==> src/design/serial_setpoint_p_regulator_defines.svh <==
// Assertion macros for the serial setpoint regulator.
// Included by the top level; no other dependencies.
`ifndef SERIAL_SETPOINT_P_REGULATOR_DEFINES_SVH
`define SERIAL_SETPOINT_P_REGULATOR_DEFINES_SVH

// same-cycle implication, ignored while reset is asserted
`define SSP_ASSERT_IMP(lbl, clk, rst_n, ante, cons) \
    lbl: assert property (@(posedge clk) disable iff (!(rst_n)) (ante) |-> (cons)) \
        else $error("ssp: implication check failed");

// next-cycle implication, ignored while reset is asserted
`define SSP_ASSERT_NXT(lbl, clk, rst_n, ante, cons) \
    lbl: assert property (@(posedge clk) disable iff (!(rst_n)) (ante) |=> (cons)) \
        else $error("ssp: next-cycle check failed");

`endif

==> src/design/ssp_pkg.sv <==
// Shared types and constants for the serial setpoint regulator.
// No dependencies; imported by every module of the block.
`default_nettype none

package ssp_pkg;

    localparam int DUTY_BITS_DEF = 10;
    localparam int FRAME_LENGTH  = 4;
    localparam int TARGET_BITS   = 15;
    localparam int ADC_BITS      = 10;
    localparam int GAIN_BITS     = 16;
    localparam int BLINK_BITS    = 16;
    localparam int ACKT_BITS     = 4;
    localparam int IN_TDATA_W    = 24;
    localparam int PADDR_W       = 5;

    // x/5 == (x * FIFTH_RECIP) >> FIFTH_SHIFT, exact for x < 131072
    localparam logic [15:0] FIFTH_RECIP = 16'd52429;
    localparam int          FIFTH_SHIFT = 18;

    typedef logic [1:0] t_op;
    localparam t_op OP_BYTE   = 2'd0;
    localparam t_op OP_SAMPLE = 2'd1;
    localparam t_op OP_MS     = 2'd2;
    localparam t_op OP_IND    = 2'd3;

    typedef logic [2:0] t_reg_idx;
    localparam t_reg_idx REG_ADDR  = 3'd0;
    localparam t_reg_idx REG_GAIN  = 3'd1;
    localparam t_reg_idx REG_SLOW  = 3'd2;
    localparam t_reg_idx REG_FAST  = 3'd3;
    localparam t_reg_idx REG_ACKT  = 3'd4;

    localparam logic [7:0]            RST_ADDR = 8'd1;
    localparam logic [GAIN_BITS-1:0]  RST_GAIN = 16'd1311;
    localparam logic [BLINK_BITS-1:0] RST_SLOW = 16'd500;
    localparam logic [BLINK_BITS-1:0] RST_FAST = 16'd100;
    localparam logic [ACKT_BITS-1:0]  RST_ACKT = 4'd10;

    typedef struct packed {
        logic [7:0]            dev_addr;
        logic [GAIN_BITS-1:0]  gain;
        logic [BLINK_BITS-1:0] slow_ms;
        logic [BLINK_BITS-1:0] fast_ms;
        logic [ACKT_BITS-1:0]  ack_ticks;
    } t_cfg;

    // one event leaving the input register this cycle
    typedef struct packed {
        logic fire;
        t_op  op;
    } t_evt;

endpackage

`default_nettype wire

==> src/design/serial_setpoint_p_regulator.sv <==
// Serial setpoint proportional PWM regulator: input stage, register file,
// result register. Depends on ssp_pkg, ssp_frame, ssp_duty, ssp_led and the defines header.
//
// Usage:
//  - Slave stream: one event word per handshake. tuser carries the event kind
//    (serial byte, converter sample, millisecond tick, indicator tick); tdata
//    carries the received byte and the converter sample.
//  - Master stream: one result word per event: duty, setpoint in counts, both
//    LED levels, frame-complete flag and in-band flag.
//  - APB port: five registers at byte addresses 0, 4, 8, 12, 16. The user must see that
//    they are written only while the stream is idle; the block does not enforce it.
//    pready is tied high; reads return the register.
//  - Path: an accepted word passes two registers, input register then result register.
//  - Throughput: one word per cycle while the master side takes each result; the
//    update between the input register and the result register is combinational.
//  - Stall: while the result is not taken the input register keeps one more
//    word; s_axis_tready falls only when both registers are full.
//  - Reset (synchronous, active low) empties both registers, clears duty,
//    setpoint, frame position, timers and LEDs, and loads register defaults.
`default_nettype none
`include "serial_setpoint_p_regulator_defines.svh"

module serial_setpoint_p_regulator #(
    parameter int DUTY_BITS = ssp_pkg::DUTY_BITS_DEF
) (
    input  wire logic                              i_clk,
    input  wire logic                              i_rst_n,
    input  wire logic                              s_axis_tvalid,
    output logic                                   s_axis_tready,
    // [7:0] rx_byte, [17:8] adc_sample, [23:18] zero
    input  wire logic [ssp_pkg::IN_TDATA_W-1:0]    s_axis_tdata,
    // [1:0] operation
    input  wire logic [1:0]                        s_axis_tuser,
    output logic                                   m_axis_tvalid,
    input  wire logic                              m_axis_tready,
    // [DUTY_BITS-1:0] pwm_duty, then setpoint_now(15), ack_led, status_led,
    // frame_accepted, in_band, zero fill
    output logic [((DUTY_BITS+ssp_pkg::TARGET_BITS+4+7)/8)*8-1:0] m_axis_tdata,
    input  wire logic                              psel,
    input  wire logic                              penable,
    input  wire logic                              pwrite,
    input  wire logic [ssp_pkg::PADDR_W-1:0]       paddr,
    input  wire logic [31:0]                       pwdata,
    output logic [31:0]                            prdata,
    output logic                                   pready
);
    import ssp_pkg::*;

    localparam int OUT_W  = DUTY_BITS + TARGET_BITS + 4;
    localparam int OUT_TW = ((OUT_W + 7) / 8) * 8;

    t_cfg                   r_cfg;
    t_reg_idx               w_ridx;
    logic                   w_wr;

    logic                   r_in_valid;
    t_op                    r_op;
    logic [7:0]             r_rx;
    logic [ADC_BITS-1:0]    r_adc;
    logic                   r_out_valid;
    logic [OUT_W-1:0]       r_out;

    logic                   w_advance;
    logic                   w_fire;
    t_evt                   w_evt;

    logic [TARGET_BITS-1:0] w_target;
    logic [TARGET_BITS-1:0] w_target_next;
    logic                   w_seen;
    logic                   w_accepted;
    logic [DUTY_BITS-1:0]   w_duty_next;
    logic                   w_in_band;
    logic                   w_ack_next;
    logic                   w_status_next;

    // configuration registers
    assign pready = 1'b1;
    assign w_ridx = paddr[4:2];
    assign w_wr   = psel && penable && pwrite && pready;

    always_ff @(posedge i_clk) begin
        if (!i_rst_n) begin
            r_cfg.dev_addr  <= RST_ADDR;
            r_cfg.gain      <= RST_GAIN;
            r_cfg.slow_ms   <= RST_SLOW;
            r_cfg.fast_ms   <= RST_FAST;
            r_cfg.ack_ticks <= RST_ACKT;
        end else if (w_wr) begin
            case (w_ridx)
                REG_ADDR: r_cfg.dev_addr  <= pwdata[7:0];
                REG_GAIN: r_cfg.gain      <= pwdata[GAIN_BITS-1:0];
                REG_SLOW: r_cfg.slow_ms   <= pwdata[BLINK_BITS-1:0];
                REG_FAST: r_cfg.fast_ms   <= pwdata[BLINK_BITS-1:0];
                REG_ACKT: r_cfg.ack_ticks <= pwdata[ACKT_BITS-1:0];
                default: begin
                end
            endcase
        end
    end

    always_comb begin
        case (w_ridx)
            REG_ADDR: prdata = 32'(r_cfg.dev_addr);
            REG_GAIN: prdata = 32'(r_cfg.gain);
            REG_SLOW: prdata = 32'(r_cfg.slow_ms);
            REG_FAST: prdata = 32'(r_cfg.fast_ms);
            REG_ACKT: prdata = 32'(r_cfg.ack_ticks);
            default:  prdata = 32'd0;
        endcase
    end

    // two-entry pipeline: input register feeds the result register
    assign w_advance     = !r_out_valid || m_axis_tready;
    assign s_axis_tready = !r_in_valid || w_advance;
    assign w_fire        = r_in_valid && w_advance;
    assign w_evt.fire    = w_fire;
    assign w_evt.op      = r_op;

    always_ff @(posedge i_clk) begin
        if (!i_rst_n) begin
            r_in_valid  <= 1'b0;
            r_out_valid <= 1'b0;
        end else begin
            if (s_axis_tready) begin
                r_in_valid <= s_axis_tvalid;
            end
            if (w_advance) begin
                r_out_valid <= r_in_valid;
            end
        end
    end

    always_ff @(posedge i_clk) begin
        if (s_axis_tvalid && s_axis_tready) begin
            r_op  <= s_axis_tuser;
            r_rx  <= s_axis_tdata[7:0];
            r_adc <= s_axis_tdata[17:8];
        end
        if (w_fire) begin
            r_out <= {w_in_band, w_accepted, w_status_next, w_ack_next,
                      w_target_next, w_duty_next};
        end
    end

    ssp_frame u_frame (
        .i_clk         (i_clk),
        .i_rst_n       (i_rst_n),
        .i_evt         (w_evt),
        .i_byte        (r_rx),
        .i_cfg         (r_cfg),
        .o_target      (w_target),
        .o_target_next (w_target_next),
        .o_seen        (w_seen),
        .o_accepted    (w_accepted)
    );

    ssp_duty #(
        .DUTY_BITS (DUTY_BITS)
    ) u_duty (
        .i_clk       (i_clk),
        .i_rst_n     (i_rst_n),
        .i_evt       (w_evt),
        .i_sample    (r_adc),
        .i_target    (w_target),
        .i_cfg       (r_cfg),
        .o_duty_next (w_duty_next),
        .o_in_band   (w_in_band)
    );

    ssp_led u_led (
        .i_clk         (i_clk),
        .i_rst_n       (i_rst_n),
        .i_evt         (w_evt),
        .i_cfg         (r_cfg),
        .i_seen        (w_seen),
        .i_accepted    (w_accepted),
        .i_in_band     (w_in_band),
        .o_ack_next    (w_ack_next),
        .o_status_next (w_status_next)
    );

    assign m_axis_tvalid = r_out_valid;
    assign m_axis_tdata  = OUT_TW'(r_out);

    // a completed frame always lights the acknowledge LED in the same word
    `SSP_ASSERT_IMP(a_ack_on_frame, i_clk, i_rst_n, r_out_valid && r_out[OUT_W-2], r_out[OUT_W-4])
    // a word is either a frame byte or a sample, never both
    `SSP_ASSERT_IMP(a_flags_excl, i_clk, i_rst_n, r_out_valid, !(r_out[OUT_W-1] && r_out[OUT_W-2]))
    // a stalled input word is not dropped
    `SSP_ASSERT_NXT(a_in_hold, i_clk, i_rst_n, r_in_valid && !w_advance, r_in_valid)

endmodule

`default_nettype wire

==> src/design/ssp_frame.sv <==
// Frame assembler: collects address/high/low/check bytes and latches the target.
// Depends on ssp_pkg.
`default_nettype none

module ssp_frame (
    input  wire logic                           i_clk,
    input  wire logic                           i_rst_n,
    input  wire ssp_pkg::t_evt                  i_evt,
    input  wire logic [7:0]                     i_byte,
    input  wire ssp_pkg::t_cfg                  i_cfg,
    output logic [ssp_pkg::TARGET_BITS-1:0]     o_target,
    output logic [ssp_pkg::TARGET_BITS-1:0]     o_target_next,
    output logic                                o_seen,
    output logic                                o_accepted
);
    import ssp_pkg::*;

    localparam int        NBYTES   = FRAME_LENGTH - 1;
    localparam logic [1:0] LAST_POS = 2'(FRAME_LENGTH - 1);

    logic [1:0]             r_pos;
    logic [7:0]             r_bytes [NBYTES];
    logic [TARGET_BITS-1:0] r_target;
    logic                   r_seen;

    logic                   w_byte_evt;
    logic [15:0]            w_v;
    logic [25:0]            w_x;
    logic [16:0]            w_y;
    logic [32:0]            w_qprod;
    logic [TARGET_BITS-1:0] w_q;

    assign w_byte_evt = i_evt.fire && (i_evt.op == OP_BYTE);

    // v*1023/2560 = ((v*1024 - v) >> 9) / 5
    assign w_v     = {r_bytes[1], r_bytes[2]};
    assign w_x     = {w_v, 10'd0} - {10'd0, w_v};
    assign w_y     = w_x[25:9];
    assign w_qprod = 33'(w_y) * 33'(FIFTH_RECIP);
    assign w_q     = w_qprod[32:FIFTH_SHIFT];

    assign o_accepted    = w_byte_evt && (r_pos == LAST_POS) && (r_bytes[0] == i_cfg.dev_addr);
    assign o_target_next = o_accepted ? w_q : r_target;
    assign o_target      = r_target;
    assign o_seen        = r_seen;

    always_ff @(posedge i_clk) begin
        if (!i_rst_n) begin
            r_pos    <= '0;
            r_target <= '0;
            r_seen   <= 1'b0;
        end else if (w_byte_evt) begin
            if (r_pos == LAST_POS) begin
                r_pos <= '0;
            end else begin
                r_pos <= r_pos + 2'd1;
            end
            if (o_accepted) begin
                r_target <= w_q;
                r_seen   <= 1'b1;
            end
        end
    end

    // byte store, written before it is read within each frame
    always_ff @(posedge i_clk) begin
        if (w_byte_evt && (r_pos != LAST_POS)) begin
            r_bytes[r_pos] <= i_byte;
        end
    end

endmodule

`default_nettype wire

==> src/design/ssp_duty.sv <==
// Proportional duty update and band check on each converter sample.
// Depends on ssp_pkg.
`default_nettype none

module ssp_duty #(
    parameter int DUTY_BITS = ssp_pkg::DUTY_BITS_DEF
) (
    input  wire logic                           i_clk,
    input  wire logic                           i_rst_n,
    input  wire ssp_pkg::t_evt                  i_evt,
    input  wire logic [ssp_pkg::ADC_BITS-1:0]   i_sample,
    input  wire logic [ssp_pkg::TARGET_BITS-1:0] i_target,
    input  wire ssp_pkg::t_cfg                  i_cfg,
    output logic [DUTY_BITS-1:0]                o_duty_next,
    output logic                                o_in_band
);
    import ssp_pkg::*;

    localparam int STEP_W = 16;
    localparam int SUM_W  = ((DUTY_BITS > STEP_W) ? DUTY_BITS : STEP_W) + 1;
    localparam logic [DUTY_BITS-1:0] DUTY_MAX = {DUTY_BITS{1'b1}};

    logic [DUTY_BITS-1:0]   r_duty;
    logic [DUTY_BITS-1:0]   n_duty;

    logic                   w_sample_evt;
    logic [TARGET_BITS-1:0] w_s;
    logic                   w_up;
    logic [TARGET_BITS-1:0] w_err;
    logic [30:0]            w_prod;
    logic [31:0]            w_prod_r;
    logic [STEP_W-1:0]      w_step;
    logic [SUM_W-1:0]       w_sum;
    logic [SUM_W-1:0]       w_dif;
    logic [31:0]            w_fprod;
    logic [12:0]            w_fifth;
    logic [15:0]            w_lo;
    logic [15:0]            w_hi;

    assign w_sample_evt = i_evt.fire && (i_evt.op == OP_SAMPLE);
    assign w_s          = TARGET_BITS'(i_sample);
    assign w_up         = i_target > w_s;
    assign w_err        = w_up ? (i_target - w_s) : (w_s - i_target);
    assign w_prod       = 31'(i_cfg.gain) * 31'(w_err);
    // increase floors, decrease rounds up
    assign w_prod_r     = {1'b0, w_prod} + (w_up ? 32'd0 : 32'h0000_FFFF);
    assign w_step       = w_prod_r[31:16];
    assign w_sum        = SUM_W'(r_duty) + SUM_W'(w_step);
    assign w_dif        = SUM_W'(r_duty) - SUM_W'(w_step);

    always_comb begin
        if (w_up) begin
            n_duty = (w_sum > SUM_W'(DUTY_MAX)) ? DUTY_MAX : w_sum[DUTY_BITS-1:0];
        end else begin
            n_duty = (SUM_W'(w_step) > SUM_W'(r_duty)) ? '0 : w_dif[DUTY_BITS-1:0];
        end
    end

    assign w_fprod   = 32'(i_target) * 32'(FIFTH_RECIP);
    assign w_fifth   = w_fprod[30:FIFTH_SHIFT];
    assign w_lo      = 16'(i_target) - 16'(w_fifth);
    assign w_hi      = 16'(i_target) + 16'(w_fifth);
    assign o_in_band = w_sample_evt && (16'(i_sample) >= w_lo) && (16'(i_sample) <= w_hi);

    assign o_duty_next = w_sample_evt ? n_duty : r_duty;

    always_ff @(posedge i_clk) begin
        if (!i_rst_n) begin
            r_duty <= '0;
        end else if (w_sample_evt) begin
            r_duty <= n_duty;
        end
    end

endmodule

`default_nettype wire

==> src/design/ssp_led.sv <==
// Status blink timer and acknowledge LED timeout.
// Depends on ssp_pkg.
`default_nettype none

module ssp_led (
    input  wire logic          i_clk,
    input  wire logic          i_rst_n,
    input  wire ssp_pkg::t_evt i_evt,
    input  wire ssp_pkg::t_cfg i_cfg,
    input  wire logic          i_seen,
    input  wire logic          i_accepted,
    input  wire logic          i_in_band,
    output logic               o_ack_next,
    output logic               o_status_next
);
    import ssp_pkg::*;

    logic [BLINK_BITS-1:0] r_blink;
    logic [BLINK_BITS-1:0] n_blink;
    logic                  r_status;
    logic                  n_status;
    logic                  r_ack;
    logic                  n_ack;
    logic [ACKT_BITS-1:0]  r_ack_cnt;
    logic [ACKT_BITS-1:0]  n_ack_cnt;

    logic [BLINK_BITS-1:0] w_interval;
    logic [ACKT_BITS-1:0]  w_ack_inc;

    assign w_interval = i_in_band ? i_cfg.slow_ms : i_cfg.fast_ms;
    assign w_ack_inc  = r_ack_cnt + ACKT_BITS'(1);

    always_comb begin
        n_blink   = r_blink;
        n_status  = r_status;
        n_ack     = r_ack;
        n_ack_cnt = r_ack_cnt;
        if (i_evt.fire) begin
            case (i_evt.op)
                OP_BYTE: begin
                    // retrigger relights but keeps the count
                    if (i_accepted) begin
                        n_ack = 1'b1;
                    end
                end
                OP_SAMPLE: begin
                    if (i_seen && (r_blink >= w_interval)) begin
                        n_status = !r_status;
                        n_blink  = '0;
                    end
                end
                OP_MS: begin
                    n_blink = r_blink + BLINK_BITS'(1);
                end
                OP_IND: begin
                    if (r_ack) begin
                        if (w_ack_inc == i_cfg.ack_ticks) begin
                            n_ack     = 1'b0;
                            n_ack_cnt = '0;
                        end else begin
                            n_ack_cnt = w_ack_inc;
                        end
                    end
                end
                default: begin
                end
            endcase
        end
    end

    assign o_ack_next    = n_ack;
    assign o_status_next = n_status;

    always_ff @(posedge i_clk) begin
        if (!i_rst_n) begin
            r_blink   <= '0;
            r_status  <= 1'b0;
            r_ack     <= 1'b0;
            r_ack_cnt <= '0;
        end else begin
            r_blink   <= n_blink;
            r_status  <= n_status;
            r_ack     <= n_ack;
            r_ack_cnt <= n_ack_cnt;
        end
    end

endmodule

`default_nettype wire
==> config.mk <==
export PLATFORM = sky130hd
export DESIGN_NAME = serial_setpoint_p_regulator
export DESIGN_NICKNAME = d
export VERILOG_FILES = /design/src/design/ssp_pkg.sv /design/src/design/serial_setpoint_p_regulator.sv /design/src/design/ssp_frame.sv /design/src/design/ssp_duty.sv /design/src/design/ssp_led.sv
export VERILOG_INCLUDE_DIRS = /design/src /design/src/design
export SDC_FILE = /design/constraint.sdc
export NUM_CORES = 2
export LEC_CHECK = 0
export ABC_AREA = 1
export BUFFER_PORTS_ARGS = -buffer_cell sky130_fd_sc_hd__buf_2
export CAP_MARGIN = 10
export CELL_PAD_IN_SITES_DETAIL_PLACEMENT = 1
export CELL_PAD_IN_SITES_GLOBAL_PLACEMENT = 2
export CORE_ASPECT_RATIO = 2
export CORE_MARGIN = 10
export CORE_UTILIZATION = 39
export DETAILED_ROUTE_END_ITERATION = 10
export MAX_ROUTING_LAYER = met4
export PLACE_DENSITY_LB_ADDON = 0.15
export SETUP_SLACK_MARGIN = 0.1
export SLEW_MARGIN = 20
export SYNTH_ARGS = -nofsm -noshare
export SYNTH_HDL_FRONTEND = slang
export SYNTH_SLANG_ARGS = --single-unit
==> constraint.sdc <==
create_clock -name i_clk -period 12.2 [get_ports i_clk]
set_clock_uncertainty 0.2 [all_clocks]
set_input_delay 1.22 -clock i_clk [delete_from_list [all_inputs] [get_ports i_clk]]
set_output_delay 1.22 -clock i_clk [all_outputs]
set_load 0.1 [all_outputs]
==> results.toml <==
[power_and_ir_drop]
ir_worst_vdd_mv = 0.353
powerDensity_nw_per_um2 = 244
p_leak_uw = 0.0170
power_uw = 7890

[clock_tree]
cts_buffers = 17
cts_max_level = 4
cts_root_buf = "clkbuf_16"
cts_tree = "done"
clock_latency_ps = 510
cts_buffer_depth = 2
clock_sinks = 185
clk_pin_slew_ps = 80

[cells_and_area]
syn_to_final_growth_pct = 8.72
finish.instance_area_sq_um = 32300
layout-drive-gt1-share_pct = 7.85
fillerInstances = 9453
multi_input_area_sq_um = 22000
antenna_cells = 0
seqCellArea_sq_um = 4430
nets = 4692

[die]
rows = 143
initial_core_util_pct = 39.2
die-height_um = 411
die_x_um = 215
dieArea_sq_um = 88400
core_area_sq_um = 75900
ios = 137

[min_path]
min_path_type = "flip-flop to flip-flop"

[detailed_routing]
drc_errors = 0
num_vias = 24936
drt_iter0_drc = 875
first_pass_iters = 5
ant_nets = 0
avgViaCountPerCell = 5.18
wl_per_cell_um = 21.9
routed_wl_mm = 105

[timing]
fin_ws_ps = 859
min_period_over_period_pct = 93.0
drv_slew = 0
fmax_ghz = 0.0882
relSlewSlack_pct = 28.3
rsz0062_at_grt = "false"
tns_ps = 0
worst_slew_pin_slew_ps = 1070
hold_violations = 0
setup_violations = 0
layout_min_cycle_time_ps = 11340

[worst_setup_path]
arrival_ps = 11520
worstSetupStartpointType = "flip-flop"
endpoint_kind = "flip-flop"
cp_slowest_cell = "dfxtp_1"
worst-endpoint-required_ps = 12380
max_stage_delay_ps = 610
path_class = "flip-flop to flip-flop"
worst-path-max-fanout = 8

[global_routing]
grt_max_degree = 68
grt_pass1_vias = 28597
antenna_found_initial = 1
grtUsageTotal_pct = 24.9
grt_pass1_wl_mm = 163
grt-ovfl-total = 0

[synthesis]
async_reset_ff_share_pct = 0
netlist_top_cells_count = "inv_1 (779), nand2_1 (587), ha_1 (490), fa_1 (347), nor2_1 (294)"
syn-cell-area_sq_um = 29700
synth_top_area_share_pct = 23.4
yosys_warnings = 0
synth-edff-count = 73
synthCells = 3666
synth.distinct_cells = 67
synth_area_per_cell_sq_um = 8.11
synth.most_common_cell = "inv_1"
ys_seq_area_share_pct = 14.9
yosys.area.top_type = "fa_1"
synthTopCellsByArea = "fa_1 (23%), ha_1 (21%), inv_1 (9.8%)"
ys_ff_latch = 185
synth_flop_cell = "dfxtp_1"

[placement]
pre_cts_slack_ps = 656
gp_congestion = 0.934
placed_area_sq_um = 31700
dp_hpwl_mm = 92.5
port_buffers = 92

[status]
outcome = "finished, final reports clean"

[flow_run]
drv_cap = 0
## flip-flops by register name, indices dropped and copies added (netlist names)
name              flops
u_duty.r_duty        10
m_axis_tvalid         1
r_adc                10
u_frame.r_bytes      24
u_frame.o_seen        1
u_led.r_blink        16
r_op                  2
r_cfg                60
r_out                29
r_in_valid            1
u_frame.o_target     15
r_rx                  8
u_frame.r_pos         2
u_led.r_ack           1
u_led.r_ack_cnt       4
u_led.r_status        1
## placed cells by master (no fill, tap or decap), types with 20 or more instances in the layout
| cell type | netlist | routed |
|---|---|---|
| o21ai_0 | 144 | 144 |
| nor2_1 | 294 | 294 |
| o21ai_1 | 22 | 22 |
| xor2_1 | 85 | 84 |
| conb_1 | 2 | 20 |
| inv_1 | 779 | 777 |
| buf_4 | 25 | 80 |
| ha_1 | 490 | 490 |
| nand3_1 | 107 | 107 |
| buf_2 | 10 | 92 |
| xnor2_1 | 23 | 22 |
| edfxtp_1 | 73 | 73 |
| fa_1 | 347 | 347 |
| dfxtp_1 | 112 | 112 |
| nor3_1 | 33 | 32 |
| a21oi_1 | 224 | 224 |
| nand2_1 | 587 | 587 |
## path summary, 6_finish.rpt
path,start,to,slack [ps],cells after the start
max reg2reg,u_frame.o_target[4],u_led.r_blink[12],860,48
min reg2reg,r_cfg[27],r_cfg[27],290,2
max,u_frame.o_target[4],u_led.r_blink[12],860,48
min,r_cfg[27],r_cfg[27],290,2
## power breakdown
group / switching [uW] / internal (uW)
registers: 25.2 / 669
clock network: 316 / 296
logic: 4290 / 2290
total: 4630 / 3250
## cells by family after synthesis
kind of cell / share of synthesized area, %
and+or+nand+nor: 16.2
buffers and inverters: 11.5
adders and majority gates: 44.0
AOI/OAI and AO/OA: 10.1
DFF: 14.9
xor gates and xnor gates: 3.24
other: 0.0253
muxes: 0.0337
## critical path: cells and delay by family, from the launching register on
kind,cells,cell delay [ps]
and+or+nand+nor,13,1450
adders and majority gates,10,4010
DFF,1,610
xor gates and xnor gates,2,370
AOI/OAI and AO/OA,14,3020
buffers and inverters,9,1510
## routing by layer
layer	vias to the layer above	routed length, um	GRT usage (%)	share of wire (%)
met5	-	0	-	0
met4	0	5600	12.0	5.3
met2	385	61100	49.7	58
li1	11776	-	-	-
met1	12560	36700	23.1	35
met3	215	1920	1.86	1.8
## layout make-up
type                            instances  share of cell area [%]
Clock inverter                         15                   0.569
Multi-Input combinational cell       2615                    67.9
Inverter                              793                    9.21
Tap cell                             1015                    3.93
Sequential cell                       185                    13.7
Clock buffer                           17                    1.32
Timing Repair Buffer                  173                    3.34
## per-stage QoR
step | instances | hold slack [ps] | util [%]
final | 4813 | 287 | 42.6
after global routing | 4813 | 318 | 42.6
after CTS | 4813 | 286 | 42.6
after detailed placement | 4781 | 270 | 41.8
after global placement | 4781 | 253 | 41.8
after floorplan | 3684 | 240 | -
## what timing repair did
item	in CTS	in global routing
setup buffers	0	0
setup endpoints to repair	0	4
hold buffers	0	0
gates resized for setup	0	2
Power figures use the tool's default switching activity.
